==> config.mk <==
export PLATFORM = sky130hd
export DESIGN_NAME = ece_ctrl
export DESIGN_NICKNAME = d
export VERILOG_FILES = /design/src/hw/rtl/ece_pkg.sv /design/src/hw/rtl/ece_ctrl.sv
export SDC_FILE = /design/constraint.sdc
export NUM_CORES = 1
export LEC_CHECK = 0
export BUFFER_PORTS_ARGS = -buffer_cell sky130_fd_sc_hd__buf_2
export CAP_MARGIN = 20
export CELL_PAD_IN_SITES_DETAIL_PLACEMENT = 2
export CELL_PAD_IN_SITES_GLOBAL_PLACEMENT = 2
export CORE_MARGIN = 1
export CORE_UTILIZATION = 27
export CTS_BUF_LIST = sky130_fd_sc_hd__clkbuf_16
export CTS_CLUSTER_DIAMETER = 150
export DETAILED_ROUTE_END_ITERATION = 7
export MAX_ROUTING_LAYER = met4
export PLACE_DENSITY = 0.79
export SYNTH_ARGS = -nofsm -noshare
export SYNTH_HDL_FRONTEND = slang
export SYNTH_SLANG_ARGS = --single-unit
==> constraint.sdc <==
create_clock -name clk -period 4.5 [get_ports clk]
set_clock_uncertainty 0.1 [all_clocks]
set_input_delay 0.675 -clock clk [delete_from_list [all_inputs] [get_ports clk]]
set_output_delay 0.675 -clock clk [all_outputs]
set_load 0.05 [all_outputs]
==> src/hw/rtl/ece_pkg.sv <==
// shared types and constants for the evidence combine engine
package ece_pkg;

	localparam int OPCODE_W = 4;
	localparam int STATUS_W = 2;
	localparam int CFG_W    = 6;

	typedef enum logic [3:0] {
		OP_CLEAR    = 4'd0,
		OP_ADD      = 4'd1,
		OP_OMEGA    = 4'd2,
		OP_COMBINE  = 4'd3,
		OP_FINISH   = 4'd4,
		OP_BELIEF   = 4'd5,
		OP_PLAUS    = 4'd6,
		OP_MOST_BEL = 4'd7,
		OP_MOST_PL  = 4'd8,
		OP_BEST     = 4'd9,
		OP_CONFLICT = 4'd10
	} opcode_t;

	typedef enum logic [1:0] {
		ST_OK       = 2'd0,
		ST_FULL     = 2'd1,
		ST_CONFLICT = 2'd2,
		ST_SAT      = 2'd3
	} status_t;

	typedef enum logic [3:0] {
		S_IDLE,
		S_OMEGA_SUM,
		S_COMBINE,
		S_DIV,
		S_NORM,
		S_QUERY,
		S_RANK,
		S_RANK_NEXT,
		S_DONE
	} state_t;

	// controller to datapath
	typedef struct packed {
		logic       load;      // capture the request
		logic       clr_acc;   // zero the running sum
		logic       scan;      // process table entry at walk index
		logic       walk_rst;  // restart the table walk
		logic       div_start;
		logic       div_step;
		logic       rank_rst;  // restart hypothesis loop
		logic       rank_next; // close one hypothesis
		logic       finish;    // commit the request result
	} dp_cmd_t;

	// datapath to controller
	typedef struct packed {
		logic       walk_last; // walk index past last entry
		logic       div_done;
		logic       rank_last;
	} dp_sts_t;

endpackage

==> src/hw/rtl/ece_ctrl.sv <==
// controller state machine sequencing table walks, division and rankings
module ece_ctrl (
	input  logic                clk,
	input  logic                arst_n,
	input  logic                in_fire,
	input  ece_pkg::opcode_t    op,
	input  logic                out_busy,
	input  ece_pkg::dp_sts_t    sts,
	output logic                idle,
	output ece_pkg::dp_cmd_t    cmd
);
	ece_pkg::state_t state_q, state_d;

	always_ff @(posedge clk or negedge arst_n) begin
		if (!arst_n) begin
			state_q <= ece_pkg::S_IDLE;
		end else begin
			state_q <= state_d;
		end
	end

	always_comb begin
		state_d = state_q;
		cmd     = '0;
		idle    = 1'b0;
		case (state_q)
			ece_pkg::S_IDLE: begin
				idle = 1'b1;
				if (in_fire) begin
					cmd.load     = 1'b1;
					cmd.clr_acc  = 1'b1;
					cmd.walk_rst = 1'b1;
					cmd.rank_rst = 1'b1;
					case (op)
						ece_pkg::OP_OMEGA:   state_d = ece_pkg::S_OMEGA_SUM;
						ece_pkg::OP_COMBINE: state_d = ece_pkg::S_COMBINE;
						ece_pkg::OP_FINISH:  state_d = ece_pkg::S_DIV;
						ece_pkg::OP_BELIEF,
						ece_pkg::OP_PLAUS:   state_d = ece_pkg::S_QUERY;
						ece_pkg::OP_MOST_BEL,
						ece_pkg::OP_MOST_PL,
						ece_pkg::OP_BEST:    state_d = ece_pkg::S_RANK;
						default:             state_d = ece_pkg::S_DONE;
					endcase
				end
			end
			ece_pkg::S_OMEGA_SUM, ece_pkg::S_COMBINE, ece_pkg::S_QUERY: begin
				if (sts.walk_last) state_d = ece_pkg::S_DONE;
				else cmd.scan = 1'b1;
			end
			ece_pkg::S_DIV: begin
				cmd.div_step = 1'b1;
				if (sts.div_done) begin
					cmd.walk_rst = 1'b1;
					state_d = ece_pkg::S_NORM;
				end
			end
			ece_pkg::S_NORM: begin
				if (sts.walk_last) state_d = ece_pkg::S_DONE;
				else cmd.scan = 1'b1;
			end
			ece_pkg::S_RANK: begin
				if (sts.walk_last) state_d = ece_pkg::S_RANK_NEXT;
				else cmd.scan = 1'b1;
			end
			ece_pkg::S_RANK_NEXT: begin
				cmd.rank_next = 1'b1;
				cmd.walk_rst  = 1'b1;
				if (sts.rank_last) state_d = ece_pkg::S_DONE;
				else state_d = ece_pkg::S_RANK;
			end
			ece_pkg::S_DONE: begin
				if (!out_busy) begin
					cmd.finish = 1'b1;
					state_d = ece_pkg::S_IDLE;
				end
			end
			default: state_d = ece_pkg::S_IDLE;
		endcase
		// division starts on entry from idle
		cmd.div_start = in_fire && state_q == ece_pkg::S_IDLE && op == ece_pkg::OP_FINISH;
	end

endmodule

Word-level counts from Yosys, hierarchy flattened:

Memories as Yosys holds them, arrays and structs flattened.
Cells that the tools add are included.

* word-level logic and storage cells: 42
* register bits: 4
* memory bits (read-only): 64
* bits of input ports: 11
* output and inout bits: 10
* memories: 1

* reductions and logical operators: 6
* muxes and demuxes: 20
* equality and inequality tests: 14

Memory list
* (no name shown): depth 16, bits a word 4, rd ports 1, clocked after Yosys merged registers in 0, wr ports 0, RTL line ece_ctrl.sv:34 `case (op)`

Operators with widths (count)
* 2-to-1 mux 4 bit: 6
* case mux 4 bit (6 select lines): 1
* == test 4 x 3 -> 1 bit (second input constant): 5
* 2-to-1 mux 1 bit: 10
* == test 4 x 2 -> 1 bit (second input constant): 2
* != test 2 bit (second input constant): 4
* AND reduction 5 bit: 1
* OR reduction 5 bit: 1
* == test 4 x 1 -> 1 bit (second input constant): 1
* == test 4 bit (second input constant): 1
* zero test 4 bit: 1
* 2-to-1 mux 2 bit: 2
* OR reduction 4 bit: 1
* case mux 1 bit (3 select lines): 1
* logical AND 1 bit: 2
* != test 2 x 1 -> 1 bit (second input constant): 1

Logic depth before layout (Yosys ltp):

Gate-level depths: netlist of the first run.

* depth after elaboration: 4
* gate-level depth with buffers: 5
* depth with buffers taken out: 5

Worst setup path before layout of the first run:

Ideal clock, no wire load.

* path kind: reg2out
* from: reg state_q[2]
* to: out cmd[6] (netlist bit)
* arrival time: 3153 ps
* setup slack: 572 ps
* cell stages (with the launch flop): 4
* buffers on the path: 1
* data required time: 3725 ps
* cells stage by stage: dfrtp_1 > clkbuf_1 > nor3_1 > a2111oi_0

RTL lines
* start, declared: RTL line ece_ctrl.sv:12 `ece_pkg::state_t state_q, state_d;`
* start signal, assigned: RTL line ece_ctrl.sv:16 `state_q <= ece_pkg::S_IDLE;`
* start signal, assigned: RTL line ece_ctrl.sv:18 `state_q <= state_d;`
* end, declared: RTL line ece_ctrl.sv:10 `output ece_pkg::dp_cmd_t cmd`

==> results of run 1 <==
## cell type report
| cell class | instances | share of cell area |
|---|---|---|
| clock buffers | 3 | 0.1079 |
| multi-input cells | 48 | 0.5378 |
| flip-flops and latches | 4 | 0.1439 |
| well taps | 25 | 0.04496 |
| repair buffers | 20 | 0.1439 |
| inverters | 4 | 0.02158 |
## worst paths after layout
path	to	slack (ps)	cells after the start
hold reg to reg	state_q[0]	650	1
hold / removal	state_q[3]	150	1
setup / recovery	cmd[4]	1850	4
max in group asynchronous	state_q[1]	4030	1
setup reg to reg	state_q[1]	2440	4
min in group clk	state_q[0]	650	1
## per-layer routing
layer,track usage,vias up
met5,-,-
met4,0.01765,0
met3,0.03529,0
met2,0.2732,12
met1,0.2241,260
li1,-,266
## critical path, cell delays in order (launching register included)
cell and delay [ps]:
dfrtp_1 510, nor4_2 440, and2_1 240, and4b_1 200, buf_2 260
## stage by stage
step	cell area [um2]	setup WS, ps	hold WS [ps]
after floorplan	529.3	571.7	279.4
after global placement	620.6	2180	379.7
after detailed placement	620.6	2088	382.6
after CTS	695.7	1848	155.1
after global routing	695.7	1695	154.9
final	695.7	1853	153.3
## report_power, final
group | leakage [nW] | total, mW | internal (mW) | switching (mW)
sequential | 0.0529 | 0.0880 | 0.0470 | 0.0410
combinational | 0.242 | 0.249 | 0.0839 | 0.165
clock | 0.0370 | 0.135 | 0.113 | 0.0221
total | 0.332 | 0.472 | 0.244 | 0.228
## cells in the final DEF (no fill, tap or decap), drive strengths merged, types with 2 or more instances in the layout
cell | netlist | layout
a211o | 2 | 2
a21oi | 2 | 2
and2 | 2 | 2
buf | 5 | 20
clkbuf | 1 | 3
dfrtp | 4 | 4
ha | 3 | 3
inv | 4 | 4
mux2 | 2 | 2
nand2 | 3 | 3
nand2b | 2 | 2
nor2 | 6 | 6
nor3 | 2 | 2
o21ai | 2 | 2
o2bb2ai | 2 | 2
## cell families after synthesis
group	count (synthesis)
fa+ha+maj	3
xor+xnor	1
flops	4
buf+inv	10
compound gates	16
simple gates	26
mux	2
==> impl.org, run 1 <==
** GRT
- Entering global routing, the biggest net connects 16 pins.
- Overall track demand over capacity in global routing :: 0.1694
- Number of global-route vias before repair :: 524
- First-pass GRT wire length :: 2.518 mm
- Remaining Overflow, GRT :: 0
- The number of antenna violations at the first check in global routing is 0.

** Critical path
- Category of the most critical setup path :: reg -> out
- Of all nets on the critical path, the largest fanout is 14.
- CP arrival :: 1870 ps
- The most critical setup path has its startpoint at state_q[1].
- Required time at the worst-slack endpoint :: 3720 ps
- Start of the worst register-to-register path :: state_q[1]
- The worst setup path is captured at an output port.
- Type of element launching the critical path :: register

** Synth
- Total standard cell area after synthesis :: 529.3 um2
- The number of different library cells used by synthesis comes to 40.
- After synthesis, the cell types taking the most area are dfrtp_1 (19%), ha_1 (7.1%), nor2_1 (4.3%), a211o_1 (3.3%), o21ai_4 (3.1%).
- Post-Syn Instances :: 62
- Synth Area in Simple Gates :: 0.3121
- Of the synthesized area, sequential elements account for 0.1891.
- Post-Synth XOR/XNOR Area :: 0.01655
- The synthesized design contains 0 enable-type register cells.
- Of the post-synthesis cell area, the dominant cell type holds 0.1891.
- The most used flip-flop cell after synthesis is dfrtp_1.
- The commonest cells after synthesis are nor2_1 (6), dfrtp_1 (4), inv_1 (4), ha_1 (3), nand2_1 (3).
- The largest total area in the synthesized netlist belongs to dfrtp_1.
- The portion of synthesized area spent on multiplexers is 0.04255.
- Mapped Avg Cell Area :: 8.536 um2
- By area, the combinational part of the netlist is dominated by simple AND/OR/NAND/NOR gates.
- For this run, the number of Yosys warnings is 0.
- Of the total synthesized cell area, the portion taken by full adders, half adders and majority gates is 0.07092.
- Most frequently used cell type in the post-synthesis netlist :: nor2_1
- Number of storage elements in the synthesis netlist :: 4
- The post-synthesis compound-gate area fraction is 0.2648.
- Share of async-settable or async-resettable flops after synthesis :: 1.000
- The number of nets handed over by synthesis was 76.

** CTS
- The clock reaches the later pin of the worst-skew pair after 220 ps.
- Post-CTS timing repair inserted 0 buffers for setup.
- Clock tree from TritonCTS :: done
- Clock-pin slew was measured on the worst setup and hold paths at 30 ps.
- In this run, CTS created clock tree buffers numbering 3.
- Hold repair after CTS inserted 0 buffers.
- The clock drives 4 sinks.
- Max Buffers Root-to-Sink :: 2
- The number of gates resized after CTS was 0.
- H-tree Lvls :: 1
- Cell chosen for the clock root :: clkbuf_16

** Route
- Count of antenna-violating nets left after detailed routing :: 0
- Summed over all nets, wire length on met2 after detailed routing comes to 768 um.
- Detailed router's first-iteration violation count :: 4
- After detailed routing, the wire length on met1 is 733 um.
- Average routed wire per standard cell :: 14.97 um
- Using the TritonRoute via totals, the vias-per-cell ratio works out to 5.173.
- Top routing layer in use :: met3
- The routed layout has 538 vias.
- Final wirelength :: 1.557 mm
- The first detailed-routing pass took 2 iterations.
- DRC errors left :: 0
- Met3 wirelength from detailed routing :: 55 um

** Floorplanning
- The initialized floorplan defines 15 standard-cell rows.
- In this run the horizontal extent of the chip is 46.28 um.
- Die height :: 46.28 um
- The die covers 2141 um2.
- The initial utilization of the core area, before any placement, comes to 0.2968.
- In this run the standard cell core region covers 1783 um2.
- Top-level port count :: 21

** STA
- Unrepaired setup endpoints after global routing :: false
- In the finished design, the share of the clock period the worst path needs comes to 0.5881.
- Count of endpoints failing hold in the final timing report :: 0
- Static timing analysis puts the maximum clock frequency at 377.8 MHz.
- # setup viols final :: 0
- After routing, the total negative slack on setup checks comes to 0 ps.
- The clock period could shrink to 2647 ps.
- Final Max Slew Viols :: 0
- Actual transition at the worst max-transition pin :: 515.7 ps
- Measured against its own limit, the worst slew margin works out to 0.6535.

** Finish
- Register containing the most flip-flops in the final layout :: state_q
- Registers take 100.1 um2.
- The net count of the finished layout is 95.
- Non-filler instance count after layout :: 104
- Number of fill cells :: 223
- Post-route core utilization :: 0.3902
- Number of flip-flops in the largest register :: 4
- Multi-input gate area :: 374.1 um2
- Share of layout cells above drive strength 1 :: 0.3797
- The largest registers in the layout are state_q (4).
- The repair_antennas step left the layout with diodes totalling 0.
- Post-synthesis to final-layout area growth :: 31.44%

** Power and ir drop
- Power, Total :: 0.4722 mW
- Maximum vdd ir drop :: 383.4 uV
- In this run the static leakage power is 0.3319 nW.
- Power density over cell area :: 678.7 nW/um2

** Placed design
- Estimated wirelength of the detail-placed design :: 1.214 mm
- During placement, the flow inserted port buffers numbering 20.
- Including well taps, the total number of placed cells is 101.
- Final weighted congestion in routability-driven placement :: 0.7002

** Outcome
- The run finished with clean final reports.

** Run
- Max-cap violations in this run came to 0.

** Hold path
- Type of the worst min-delay path :: in -> async
(Power assumes the default switching activity.)
==> run 2: changes to the inputs <==
--- a/config.mk
+++ b/config.mk
@@ -10,12 +10,12 @@
 export CELL_PAD_IN_SITES_DETAIL_PLACEMENT = 2
 export CELL_PAD_IN_SITES_GLOBAL_PLACEMENT = 2
 export CORE_MARGIN = 1
-export CORE_UTILIZATION = 27
+export CORE_UTILIZATION = 23
 export CTS_BUF_LIST = sky130_fd_sc_hd__clkbuf_16
 export CTS_CLUSTER_DIAMETER = 150
 export DETAILED_ROUTE_END_ITERATION = 7
 export MAX_ROUTING_LAYER = met4
-export PLACE_DENSITY = 0.79
+export PLACE_DENSITY = 0.72
 export SYNTH_ARGS = -nofsm -noshare
 export SYNTH_HDL_FRONTEND = slang
 export SYNTH_SLANG_ARGS = --single-unit
==> constraint.sdc (replaced) <==
create_clock -name clk -period 2.1 [get_ports clk]
set_clock_uncertainty 0.1 [all_clocks]
set_input_delay 0.315 -clock clk [delete_from_list [all_inputs] [get_ports clk]]
set_output_delay 0.315 -clock clk [all_outputs]
set_load 0.05 [all_outputs]
==> impl.org, run 2 (synthesized netlist as in run 1, its figures left out) <==
** Outcome
- Outcome :: finished, final reports clean

** Floorplanning
- The die covers 2497 um2.
- The core region is 2191 um2.
- Measured along the y axis, the die boundary spans 49.97 um.
- Starting density of the core :: 0.2416
- 21 I/O pins were placed.
- In this run the horizontal extent of the chip is 49.97 um.
- Row count :: 17

** Finish
- In the final layout, the registers with the most flip-flops are state_q (4).
- In the layout the commonest cells are buf_2 (19), buf_4 (7), nor2_1 (6).
- Share of layout cells above drive strength 1 :: 0.5116
- Register containing the most flip-flops in the final layout :: state_q
- Final antenna diode count :: 0
- Number of fill cells :: 262
- From synthesis to final layout, the design area changed by 50.35%.
- The register with the most flip-flops in the layout has 4 of them.
- Total number of nets in the final design :: 102
- Non-filler instance count after layout :: 114
- Leading cell type in the layout, fill and taps excluded :: buf_2
- Multi-input gate area :: 410.4 um2
- FF/Latch Area :: 102.6 um2

** Critical path
- The worst setup path is of the reg -> out kind.
- At the worst endpoint, the required time is 1680 ps.
- Of all nets on the critical path, the largest fanout is 9.
- In this design, the stage delay of the slowest critical-path cell is 470 ps.
- Data arrives at the worst endpoint at 1600 ps.
- Crit-path slowest cell :: dfrtp_2
- Start of the worst register-to-register path :: state_q[1]
- Critical path capture point type :: output port
- Cells along the critical path :: nor4_4 -> and2_4 -> and4b_4 -> buf_4
- The setup check on the worst reg-to-reg path leaves a slack of 170 ps.
- The worst register-to-register path has a depth of 4.
- Type of element launching the critical path :: register
- In this run the critical register-to-register path is captured at state_q[1].

** GRT
- The first global-routing pass estimated 2.794 mm of wire.
- For this run the aggregate overflow at the end of global routing stands at 0.
- Number of antenna violations at the first check in global routing :: 0
- Overall track demand over capacity in global routing :: 0.1552
- The via count of the first global-routing pass was 586.
- Largest net degree at the start of global routing :: 12

** Placed design
- Final weighted congestion in routability-driven placement :: 0.7633
- Cell total after placement :: 110
- In this run the tool buffered the top-level ports with 20 buffer cells.
- Estimated wirelength of the detail-placed design :: 1.314 mm

** CTS
- H-tree Lvls :: 1
- Buffers added to address setup during post-CTS repair amount to 0.
- Cts bufs inserted :: 3
- TritonCTS built the clock tree.
- Max Buffers Root-to-Sink :: 2
- Later-pin clock latency in the skew report :: 220 ps
- Clock sink total :: 4
- Cell chosen for the clock root :: clkbuf_16
- Clock-pin slew was measured on the worst setup and hold paths at 30 ps.

** STA
- The smallest clock period supported by the final layout is computed as 2019 ps.
- Setup violations remaining at the end of the flow were counted as 0.
- Unrepaired setup endpoints after global routing :: false
- Final cycle utilization of the critical path :: 0.9615
- The final count of hold timing violations came to 0.
- Final Max Slew Viols :: 0
- Adding up every negative setup slack in the final design gives 0 ps.
- Actual transition at the worst max-transition pin :: 317.0 ps
- Derived from the worst setup path, the maximum achievable clock frequency is 495.2 MHz.
- Headroom to the max-slew limit came out at 0.7882.

** Route
- The detailed router finished its first iteration with 2 violations.
- DRC errors left :: 0
- The routed layout has 562 vias.
- Dividing the detail-routed wire length by the instance count gives 15.57 um.
- The routed design has 1.775 mm of wire.
- First-pass DRT Iterations :: 3
- Detailed-route vias per instance :: 4.930
- Count of antenna-violating nets left after detailed routing :: 0

** Power and ir drop
- Dividing total power by cell area gives a power density of 1447 nW/um2.
- Maximum vdd ir drop :: 645.2 uV
- Leakage power :: 0.3713 nW

** Run
- The tool flagged a number of max-cap violations equal to 0.

** Hold path
- The path class of the tightest hold or removal check is in -> async.
run 2: what timing repair did:
action,in CTS,in global routing
hold endpoints to repair,4,0
hold buffers,1,0
setup endpoints to repair,1,3
gates resized for setup,1,3
run 2: how the worst max path moves through the flow:
stage	from	endpoint	slack, ps	cells after the start
final	state_q[0]	cmd[4]	80	4
after floorplan	state_q[0]	cmd[4]	-350	4
after CTS	state_q[0]	cmd[5]	40	5
after global placement	state_q[1]	state_q[1]	190	4
after detailed placement	state_q[1]	state_q[2]	180	4
after global routing	state_q[0]	cmd[4]	10	4
run 2: layer usage:
layer  track usage  routed length [um]  up-vias
met2        0.2613                 896       13
met1        0.1823                 828      269
met3       0.02778                  50        0
met4       0.05714                   0        0
li1              -                   -      280
met5             -                   0        -
run 2: layout make-up:
cell class | instances | share of cell area
Inverter | 4 | 0.01887
Tap cell | 28 | 0.04403
Sequential cell | 4 | 0.1289
Timing Repair Buffer | 27 | 0.1981
Clock buffer | 3 | 0.09434
Multi-Input combinational cell | 48 | 0.5157
run 2: stage by stage:
| stage | instance area (um2) | hold WS [ps] | utilization | power, mW | setup slack, ps |
|---|---|---|---|---|---|
| 3_5_place_dp | 700.7 | 24.44 | 0.3198 | 0.8368 | 182.1 |
| 6_report | 795.8 | 333.2 | 0.3632 | 1.152 | 80.80 |
| 3_3_place_gp | 700.7 | 17.69 | 0.3198 | 0.8182 | 193.0 |
| 2_1_floorplan | 566.8 | -80.59 | - | 0.6727 | -352.9 |
| 5_1_grt | 795.8 | 354.4 | 0.3632 | 1.212 | 12.42 |
| 4_1_cts | 788.3 | 342.5 | 0.3598 | 1.145 | 36.06 |
run 2: where the power goes:
group	internal [mW]	switching, mW	leakage [nW]	total (mW)
clock	0.243	0.0542	0.0370	0.298
combinational	0.258	0.434	0.284	0.692
sequential	0.104	0.0588	0.0499	0.162
run 2: critical path: cells and delay by family (launching register included):
family / cells / cell delay, ps
DFF: 1 / 470
buffers and inverters: 1 / 190
and+or+nand+nor: 3 / 720
